===== src/sv/mbps_pkg.sv =====
`timescale 1ns / 1ps

package mbps_pkg;

    // configuration register indexes
    localparam logic [2:0] REG_PATTERN_0    = 3'd0;
    localparam logic [2:0] REG_PATTERN_1    = 3'd1;
    localparam logic [2:0] REG_PATTERN_2    = 3'd2;
    localparam logic [2:0] REG_PATTERN_3    = 3'd3;
    localparam logic [2:0] REG_CARE_MASK    = 3'd4;
    localparam logic [2:0] REG_PATTERN_LEN  = 3'd5;
    localparam logic [2:0] REG_RESOLVE_MODE = 3'd6;
    localparam logic [2:0] REG_FIELD_OFFSET = 3'd7;

    // resolve modes
    localparam logic [1:0] MODE_REL32 = 2'd0;

    localparam logic [7:0] CALL_OPCODE = 8'hE8;
    localparam logic [5:0] CALL_OFFSET = 6'd1;
    localparam logic [5:0] MAX_PATTERN = 6'd32;
    localparam logic [5:0] PATTERN_RESET_LEN = 6'd1;
    localparam int         SPAN_W = 7;

    // pattern placement derived from the configuration
    typedef struct packed {
        logic              rel;
        logic [5:0]        off;
        logic [SPAN_W-1:0] span;
    } align_t;

endpackage


===== src/sv/mbps_config.sv =====
`timescale 1ns / 1ps

module mbps_config #(
    parameter int WINDOW_BYTES = 64
) (
    input  logic                      clk,
    input  logic                      rst_n,
    input  logic                      cfg_we,
    input  logic [2:0]                cfg_index,
    input  logic [63:0]               cfg_data,
    output mbps_pkg::align_t          align,
    output logic [8*WINDOW_BYTES-1:0] expected,
    output logic [WINDOW_BYTES-1:0]   care
);

    localparam int KW = $clog2(WINDOW_BYTES + 68) + 1;

    logic [255:0] pattern_reg;
    logic [31:0]  care_mask_reg;
    logic [5:0]   pattern_length_reg;
    logic [1:0]   resolve_mode_reg;
    logic [5:0]   field_offset_reg;

    logic [5:0]                 len;
    logic                       call_pat;
    logic [mbps_pkg::SPAN_W-1:0] need_rel;

    always_ff @(posedge clk or negedge rst_n)
    begin
        if (!rst_n)
        begin
            pattern_reg        <= '0;
            care_mask_reg      <= '0;
            pattern_length_reg <= mbps_pkg::PATTERN_RESET_LEN;
            resolve_mode_reg   <= '0;
            field_offset_reg   <= '0;
        end
        else if (cfg_we)
        begin
            case (cfg_index)
                mbps_pkg::REG_PATTERN_0:    pattern_reg[63:0]    <= cfg_data;
                mbps_pkg::REG_PATTERN_1:    pattern_reg[127:64]  <= cfg_data;
                mbps_pkg::REG_PATTERN_2:    pattern_reg[191:128] <= cfg_data;
                mbps_pkg::REG_PATTERN_3:    pattern_reg[255:192] <= cfg_data;
                mbps_pkg::REG_CARE_MASK:    care_mask_reg        <= cfg_data[31:0];
                mbps_pkg::REG_PATTERN_LEN:  pattern_length_reg   <= cfg_data[5:0];
                mbps_pkg::REG_RESOLVE_MODE: resolve_mode_reg     <= cfg_data[1:0];
                mbps_pkg::REG_FIELD_OFFSET: field_offset_reg     <= cfg_data[5:0];
                default: ;
            endcase
        end
    end

    assign len = (pattern_length_reg > mbps_pkg::MAX_PATTERN) ? mbps_pkg::MAX_PATTERN
                                                              : pattern_length_reg;
    assign call_pat = (pattern_reg[7:0] == mbps_pkg::CALL_OPCODE);

    always_comb
    begin
        align.rel = call_pat || (resolve_mode_reg == mbps_pkg::MODE_REL32);
        align.off = call_pat ? mbps_pkg::CALL_OFFSET : field_offset_reg;
        need_rel  = mbps_pkg::SPAN_W'(align.off) + mbps_pkg::SPAN_W'(4);
        align.span = mbps_pkg::SPAN_W'(len);
        if (align.rel && (need_rel > align.span))
        begin
            align.span = need_rel;
        end
        if (align.span == '0)
        begin
            align.span = mbps_pkg::SPAN_W'(1);
        end
    end

    // window slot i holds buffer byte s + (span-1-i): lay the pattern out reversed
    always_comb
    begin
        logic [KW-1:0] kk;
        expected = '0;
        care     = '0;
        for (int i = 0; i < WINDOW_BYTES; i++)
        begin
            kk = KW'(align.span) - KW'(1) - KW'(i);
            if (kk < KW'(len))
            begin
                expected[8*i +: 8] = pattern_reg[8*kk[4:0] +: 8];
                care[i]            = care_mask_reg[kk[4:0]];
            end
        end
    end

endmodule


===== src/sv/mbps_scan.sv =====
`timescale 1ns / 1ps

module mbps_scan #(
    parameter int WINDOW_BYTES = 64
) (
    input  logic                      clk,
    input  logic                      rst_n,
    input  logic                      step,
    input  logic [7:0]                data_byte,
    input  logic                      last_byte,
    input  mbps_pkg::align_t          align,
    input  logic [8*WINDOW_BYTES-1:0] expected,
    input  logic [WINDOW_BYTES-1:0]   care,
    output logic                      res_valid,
    output logic                      res_found,
    output logic [31:0]               res_position,
    output logic [31:0]               res_address
);

    localparam int FW = $clog2(WINDOW_BYTES + 1);
    localparam int CW = FW + mbps_pkg::SPAN_W;
    localparam int KW = $clog2(WINDOW_BYTES + 68) + 1;

    logic [8*WINDOW_BYTES-1:0] window_reg, window_next, shifted_in;
    logic [FW-1:0]             fill_reg, fill_next, fill_inc;
    logic [31:0]               count_reg, count_next;
    logic                      found_reg, found_next;

    logic [WINDOW_BYTES-1:0]   byte_ok;
    logic                      take;
    logic [KW-1:0]             disp_low;
    logic [8*WINDOW_BYTES-1:0] disp_shift;
    logic [31:0]               disp, position, address;

    assign shifted_in = {window_reg[8*(WINDOW_BYTES-1)-1:0], data_byte};
    assign fill_inc   = (fill_reg == FW'(WINDOW_BYTES)) ? fill_reg : fill_reg + FW'(1);

    always_comb
    begin
        for (int i = 0; i < WINDOW_BYTES; i++)
        begin
            byte_ok[i] = !care[i] || (shifted_in[8*i +: 8] == expected[8*i +: 8]);
        end
    end

    assign take = (&byte_ok) && (CW'(align.span) <= CW'(fill_inc));

    // displacement bytes sit at slots span-1-off down to span-4-off
    assign disp_low   = KW'(align.span) - KW'(4) - KW'(align.off);
    assign disp_shift = shifted_in >> {disp_low, 3'b000};
    assign disp       = {disp_shift[7:0], disp_shift[15:8], disp_shift[23:16],
                         disp_shift[31:24]};
    assign position   = count_reg - 32'(align.span) + 32'd1;
    assign address    = position + 32'(align.off) + (align.rel ? disp + 32'd4 : 32'd0);

    always_comb
    begin
        window_next  = window_reg;
        fill_next    = fill_reg;
        count_next   = count_reg;
        found_next   = found_reg;
        res_valid    = 1'b0;
        res_found    = 1'b0;
        res_position = '0;
        res_address  = '0;
        if (step)
        begin
            if (!found_reg)
            begin
                window_next = shifted_in;
                fill_next   = fill_inc;
                count_next  = count_reg + 32'd1;
                if (take)
                begin
                    found_next   = 1'b1;
                    res_valid    = 1'b1;
                    res_found    = 1'b1;
                    res_position = position;
                    res_address  = address;
                end
            end
            if (last_byte)
            begin
                if (!found_reg && !take)
                begin
                    res_valid = 1'b1;
                end
                window_next = '0;
                fill_next   = '0;
                count_next  = '0;
                found_next  = 1'b0;
            end
        end
    end

    always_ff @(posedge clk or negedge rst_n)
    begin
        if (!rst_n)
        begin
            window_reg <= '0;
            fill_reg   <= '0;
            count_reg  <= '0;
            found_reg  <= 1'b0;
        end
        else
        begin
            window_reg <= window_next;
            fill_reg   <= fill_next;
            count_reg  <= count_next;
            found_reg  <= found_next;
        end
    end

endmodule


===== src/sv/masked_byte_pattern_scanner_top.sv =====
`timescale 1ns / 1ps
// result path: input register (s1) to result register (out), which drives m_tvalid
// throughput: one byte per cycle while m_tready stays high; the window compare,
// displacement add and result register all sit in a single stage
// reset (rst_n low, asynchronous): registers to defaults, window and stream state
// cleared, no transaction pending; stream state also restarts after each last byte
module masked_byte_pattern_scanner_top #(
    parameter int WINDOW_BYTES = 64
) (
    input  logic        clk,
    input  logic        rst_n,
    input  logic        s_tvalid,
    output logic        s_tready,
    input  logic [7:0]  s_tdata,   // [7:0] data_byte
    input  logic        s_tlast,   // last_byte
    output logic        m_tvalid,
    input  logic        m_tready,
    output logic [63:0] m_tdata,   // [31:0] match_position, [63:32] resolved_address
    output logic        m_tuser,   // found
    input  logic        cfg_we,
    input  logic [2:0]  cfg_index,
    input  logic [63:0] cfg_data
);

    logic s1_valid_reg, s1_valid_next;
    logic [7:0] s1_byte_reg;
    logic s1_last_reg;
    logic s1_adv;

    logic out_valid_reg, out_valid_next;
    logic out_found_reg;
    logic [31:0] out_pos_reg, out_addr_reg;

    mbps_pkg::align_t          align;
    logic [8*WINDOW_BYTES-1:0] expected;
    logic [WINDOW_BYTES-1:0]   care;
    logic                      res_valid, res_found;
    logic [31:0]               res_position, res_address;

    mbps_config #(
        .WINDOW_BYTES(WINDOW_BYTES)
    ) u_config (
        .clk      (clk),
        .rst_n    (rst_n),
        .cfg_we   (cfg_we),
        .cfg_index(cfg_index),
        .cfg_data (cfg_data),
        .align    (align),
        .expected (expected),
        .care     (care)
    );

    mbps_scan #(
        .WINDOW_BYTES(WINDOW_BYTES)
    ) u_scan (
        .clk         (clk),
        .rst_n       (rst_n),
        .step        (s1_adv),
        .data_byte   (s1_byte_reg),
        .last_byte   (s1_last_reg),
        .align       (align),
        .expected    (expected),
        .care        (care),
        .res_valid   (res_valid),
        .res_found   (res_found),
        .res_position(res_position),
        .res_address (res_address)
    );

    // input stage moves on whenever the result register is free or draining
    assign s1_adv   = s1_valid_reg && (!out_valid_reg || m_tready);
    assign s_tready = !s1_valid_reg || s1_adv;

    always_comb
    begin
        s1_valid_next  = (s_tvalid && s_tready) || (s1_valid_reg && !s1_adv);
        out_valid_next = out_valid_reg && !m_tready;
        if (s1_adv && res_valid)
        begin
            out_valid_next = 1'b1;
        end
    end

    always_ff @(posedge clk or negedge rst_n)
    begin
        if (!rst_n)
        begin
            s1_valid_reg  <= 1'b0;
            out_valid_reg <= 1'b0;
        end
        else
        begin
            s1_valid_reg  <= s1_valid_next;
            out_valid_reg <= out_valid_next;
        end
    end

    always_ff @(posedge clk)
    begin
        if (s_tvalid && s_tready)
        begin
            s1_byte_reg <= s_tdata;
            s1_last_reg <= s_tlast;
        end
        if (s1_adv && res_valid)
        begin
            out_found_reg <= res_found;
            out_pos_reg   <= res_position;
            out_addr_reg  <= res_address;
        end
    end

    assign m_tvalid = out_valid_reg;
    assign m_tdata  = {out_addr_reg, out_pos_reg};
    assign m_tuser  = out_found_reg;

endmodule


===== config.mk =====
export PLATFORM = sky130hd
export DESIGN_NAME = masked_byte_pattern_scanner_top
export DESIGN_NICKNAME = d
export VERILOG_FILES = /design/src/sv/mbps_pkg.sv /design/src/sv/mbps_config.sv /design/src/sv/mbps_scan.sv /design/src/sv/masked_byte_pattern_scanner_top.sv
export SDC_FILE = /design/constraint.sdc
export NUM_CORES = 2
export LEC_CHECK = 0
export BUFFER_PORTS_ARGS = -buffer_cell sky130_fd_sc_hd__buf_2
export CORE_MARGIN = 10
export CORE_UTILIZATION = 40
export DETAILED_ROUTE_END_ITERATION = 8
export GPL_ROUTABILITY_DRIVEN = 1
export SKIP_CTS_REPAIR_TIMING = 1
export SLEW_MARGIN = 20
export SYNTH_ARGS = -nofsm -noshare
export SYNTH_HDL_FRONTEND = slang
export SYNTH_SLANG_ARGS = --single-unit
export TNS_END_PERCENT = 1

===== constraint.sdc =====
create_clock -name clk -period 40.2 [get_ports clk]
set_input_delay 8.04 -clock clk [delete_from_list [all_inputs] [get_ports clk]]
set_output_delay 8.04 -clock clk [all_outputs]
set_load 0.1 [all_outputs]

# == Word-level counts from Yosys, hierarchy flattened ==
# Index checks and enable logic that the tools add are counted.
# word_totals
in_bits,81
out_inout_bits,67
regBits,922
wordCells,801
# op_classes
n_mux,276
n_shift,65
n_addsub,74
n_bitwise,2
eq_ne,74
n_reduce_logical,160
magnitude_cmp,131
# op_table
op,count
$shiftx A256 B9 Y8,64
$mux W504,2
$lt A9 B6 Y1,64
$eq A8 B8 Y1,64
$mux W8,64
$shr A512 B12 Y32,1
$lt A5 B6 Y1 const B,64
$bmux W1 S5,64
$sub A9 B6 Y9 const B,32
$sub A9 B5 Y9 const B,16
$mux W1,136
$mux W32,3
$sub A9 B4 Y9 const B,8
$logic_not A1 Y1,70
$logic_or A1 B1 Y1,68
$add A32 B1 Y32 const B,2
$reduce_and A64 Y1,1
$sub A9 B3 Y9 const B,4
$mux W7,5
$add A32 B3 Y32 const B,1
$add A32 B32 Y32,1
$add A32 B6 Y32,1
$sub A32 B7 Y32,1
$reduce_and A2 Y1,9
other kinds (23),37

# == Longest topological paths before layout ==
# logic_depth
depth_word,24
depth_mapped,66
mapped_depth_nobuf,48

# == By module ==
# A second synthesis with hierarchy kept.
# unflattened
cells_unflattened,9536
area_unflattened_um2,90581.9
# by_module_without_submodules
module,n_inst,seq_area_each_um2,cells_per_inst,area_each_um2
mbps_scan,1,13613.1,4607,47176.5
mbps_config,1,7558.5,4845,41071.9
masked_byte_pattern_scanner_top,1,2272.2,84,2333.5

# == Worst setup path before layout ==
# OpenSTA, ideal clock, no wires.
# synth_path
kind,flip-flop to flip-flop
startpoint,reg u_config.pattern_length_reg[5]
endpoint,"reg out_found_reg (netlist: m_tuser), enable pin"
path_stages_with_launch,48
required_time_ns,39.691
setup_time_ns,0.509
path_slack_ns,22.539
synth_period_minus_slack_ns,17.661
n_path_buf,15
arrival_time_ns,17.152
cell_sequence,dfrtp_1 inv_1 nand2_1 ha_1 or2_2 a21oi_1 a21oi_1 a211oi_1 a21oi_2 clkbuf_1 buf_2 buf_2 buf_1 buf_2 buf_1 ha_1 clkbuf_1 nand2_1 [12 not listed] buf_2 clkbuf_1 ha_1 a2111oi_0 nor2_1 a21oi_1 nor2b_1 a2111oi_1 nand2_1 nor4_1 o32ai_1 o311a_1 a2111o_1 a2111oi_2 nand4_2 buf_6 buf_6 a21oi_1
# synth_via
elab_chain_len,22
elab_cells_between_ends,658
classes_between,add/sub: 64; order compare: 67; eq/ne: 64; shift: 64; mux: 264; reduce/logical: 135
# synth_rtl
item,line,rtl
from (decl),mbps_config.sv:20,logic [5:0] pattern_length_reg;
from (signal assigned),mbps_config.sv:34,pattern_length_reg <= mbps_pkg::PATTERN_RESET_LEN;
from (signal assigned),mbps_config.sv:46,mbps_pkg::REG_PATTERN_LEN: pattern_length_reg <= cfg_data[5:0];
$gt A6 B6 Y1,mbps_config.sv:54,assign len = (pattern_length_reg > mbps_pkg::MAX_PATTERN) ? mbps_pkg::MAX_PATTERN
$mux W6 (*),mbps_config.sv:54,
"parallel branches: the longest is 13 deep, another holds $sub A9 B1 Y9",-,
$logic_and A1 B1 Y1 (*),mbps_scan.sv:46,assign take = (&byte_ok) && (CW'(align.span) <= CW'(fill_inc));
$mux W1 / $logic_not A1 Y1 (equally long branches),"mbps_scan.sv:73, mbps_scan.sv:84",
$mux W1 / $logic_and A1 B1 Y1 (equally long branches),-,
$mux W1,mbps_scan.sv:84,if (!found_reg && !take)
$mux W1 (*),mbps_scan.sv:82,if (last_byte)
$mux W1 (*),mbps_scan.sv:66,if (step)
$logic_and A1 B1 Y1 (*),masked_byte_pattern_scanner_top.sv:105,if (s1_adv && res_valid)
to (signal assigned),masked_byte_pattern_scanner_top.sv:107,out_found_reg <= res_found;
to (decl),masked_byte_pattern_scanner_top.sv:31,logic out_found_reg;
# Every way passes the cells marked *. The select of a mux whose other input is x is not followed.
# A chain may end at the register's enable or synchronous reset.

# == Final worst setup path ==
# layout_path
startpoint,reg u_config.pattern_reg[4]
endpoint,"reg out_addr_reg[31], data pin"
# layout_via
elab_chain_len,19
elab_cells_between_ends,663
classes_between,add/sub: 72; order compare: 66; eq/ne: 65; shift: 65; mux: 260; bitwise: 1; reduce/logical: 134
# layout_rtl
item,line,rtl
from (decl),mbps_config.sv:18,logic [255:0] pattern_reg;
from (signal assigned),mbps_config.sv:41,mbps_pkg::REG_PATTERN_0: pattern_reg[63:0] <= cfg_data;
"parallel branches: the longest is 19 deep, another holds $add A32 B3 Y32",-,
to (signal assigned),masked_byte_pattern_scanner_top.sv:109,out_addr_reg <= res_address;
to (decl),masked_byte_pattern_scanner_top.sv:32,"logic [31:0] out_pos_reg, out_addr_reg;"
# Several ways; the timed one is not identified. The select of a mux whose other input is x is not followed.

==> impl_metrics.toml <==
[synthesis]
synth.distinct_cells = 114
syn_inst = 10243
synth_area_sq_mm = 0.0986
synth_nets = 10628
yosysWarnings = 0
ys_seq_area_share_pct = 23.8
synth_edf_count = 74
ys_ff_latch = 922
ys_async_sr_fraction_pct = 92.0
syn_avg_cell_area_sq_um = 9.63
synth_ff_type = "dfrtp_1"

[timing]
rsz0062_at_grt = "false"
relSlewSlack_pct = 7.08
finalSetupTns_ns = 0
fin_ws_ns = 22.62
finalCritPeriodShare_pct = 43.7
finClkSkew_ns = 0.0533
hold_viol = 0
drv_slew = 0
fmax_mhz = 56.9
fin_crit_ns = 17.58
setup_violations = 0
worstMarginPinSlew_ns = 1.39

[critical_path]
crit_path_max_fanout = 137
end_kind = "register"
cp_common_cell = "ha_1"
slowest_delay_ns = 1.06
timing.critical_path.buf_inv = 6
startpoint_type = "register"
critPathRequiredTime_ns = 40.75
cp_data_arrival_time_ns = 18.13
crit_type = "register to register"
slowest_stage = "a2111oi_1"
cp_top_family = "compound AO/OA/AOI/OAI gates"

[clock_tree]
cts_tree = "built"
htree_levels = 3
cts_made_buffers = 116
cts.sinks = 922
clock-root-buffer = "clkbuf_16"
cts_max_path_buffers = 3
clock_latency_ns = 0.85
clk_transition_reported_paths_ns = 0.07

[global_route]
grt_use_total_pct = 47.5
grt_start_max_net_pins = 153
grt_first_pass_wirelength_mm = 862
antenna_found_initial = 78
grt.overflow.total = 0
first_global_vias = 90378

[place]
pre_cts_ws_ns = 23.34
gp_congestion = 1.14
hpwlAfterDp_mm = 518
portBuffers = 147
dp_cells = 13066

[drt]
via_count = 100426
ant_nets = 0
drc = 0
via_per_inst = 7.52
drt_first_pass_iters = 9
wl_per_cell_um = 49.3
wl_mm = 659
drtIter0Drc = 16755

[cells_and_area]
final_common_cell = "nand2_1"
fin_nets = 10351
final_cell_mix = "nand2_1 (1051), mux2i_1 (880), dfrtp_1 (846)"
areaGrowthSynthToFinish_pct = 10.0
largest_reg_flops = 504
post-route-util_pct = 44.2
n_fill_cell = 23273
layout-drive-gt1-share_pct = 22.4
stdcell_count = 13351

[die]
die_height_um = 517
top_level_ports = 148
core_area_sq_mm = 0.246
die_w_um = 517
dieArea_sq_mm = 0.267
num_rows = 182
start_util_pct = 40.1

[min_path]
min_path_type = "register to register"

[status]
outcome = "complete, no violations"

[flow_run]
cap_violations = 0
kinds of logic after synthesis:
family / synth area share [%]
muxes: 31.2
buffers and inverters: 5.18
AOI/OAI and AO/OA: 18.2
adders and majority gates: 3.93
xor gates and xnor gates: 4.32
DFF: 23.8
and+or+nand+nor: 13.4
worst register-to-register path, delay by kind of cell (launching register included):
family	cells	cell delay (ns)
xor+xnor	3	0.91
buf+inv	6	3.00
mux	3	1.31
fa+ha+maj	6	2.70
simple gates	8	2.15
compound gates	19	6.77
flops	1	0.50
cells in the mapped netlist, types with 80 or more instances:
cell,number,share of area (%)
nor2_1,407,1.5
xnor2_1,295,2.6
o21ai_0,377,1.9
mux2i_1,913,9.3
nor2b_1,90,0.57
and3_1,123,0.78
nand2_1,1051,4.0
a211oi_1,209,1.6
inv_1,267,1.0
a21oi_1,412,2.1
nor3_1,212,1.1
dfrtp_1,847,21
nand3_1,194,0.98
a31oi_1,177,1.1
clkbuf_1,587,2.2
o211ai_1,80,0.61
ha_1,295,3.7
xor2_1,186,1.7
buf_1,263,1.0
mux4_2,739,17
a22o_1,427,3.8
mux2_2,444,5.1
buf_2,103,0.52
metrics by stage:
stage	cell area, sq um	hold WS (ns)
floorplan	98600	0.479
global placement	104000	0.500
detailed placement	104000	0.521
CTS	108000	0.538
global route	108000	0.554
finish	108000	0.533
path summary, 6_finish.rpt:
kind	from	end	slack, ns	depth (start not counted)
worst max-delay path	u_config.pattern_reg[4]	out_addr_reg[31]	22.62	45
worst min-delay path	s1_valid_reg	s1_valid_reg	0.53	2
worst max register to register	u_config.pattern_reg[4]	out_addr_reg[31]	22.62	45
worst min register to register	s1_valid_reg	s1_valid_reg	0.53	2
max in group asynchronous	rst_n	u_config.pattern_reg[222]	29.94	4
min in group asynchronous	rst_n	u_scan.count_reg[28]	7.20	1
per-layer routing:
| layer | track usage [%] | wire, um | up-vias |
|---|---|---|---|
| met2 | 66.0 | 262000 | 8227 |
| met1 | 54.2 | 225000 | 50931 |
| met3 | 20.9 | 90400 | 2238 |
| met4 | 44.7 | 80400 | 36 |
| li1 | - | - | 38994 |
| met5 | 0.142 | 339 | - |
area by class of cell:
class / instances / area (sq um) / share of cell area, %
multi-input combinational: 8040 / 71200 / 65.6
sequential: 922 / 23400 / 21.6
timing repair buffer: 596 / 4350 / 4.01
tap: 3220 / 4030 / 3.71
clock buffer: 151 / 3240 / 2.99
inverter: 290 / 1110 / 1.02
clock inverter: 69 / 991 / 0.913
antenna: 63 / 158 / 0.145
Power is left out: the tool's default activity adds up to more than one toggle a clock period on the data nets, which glitch-free logic cannot reach.
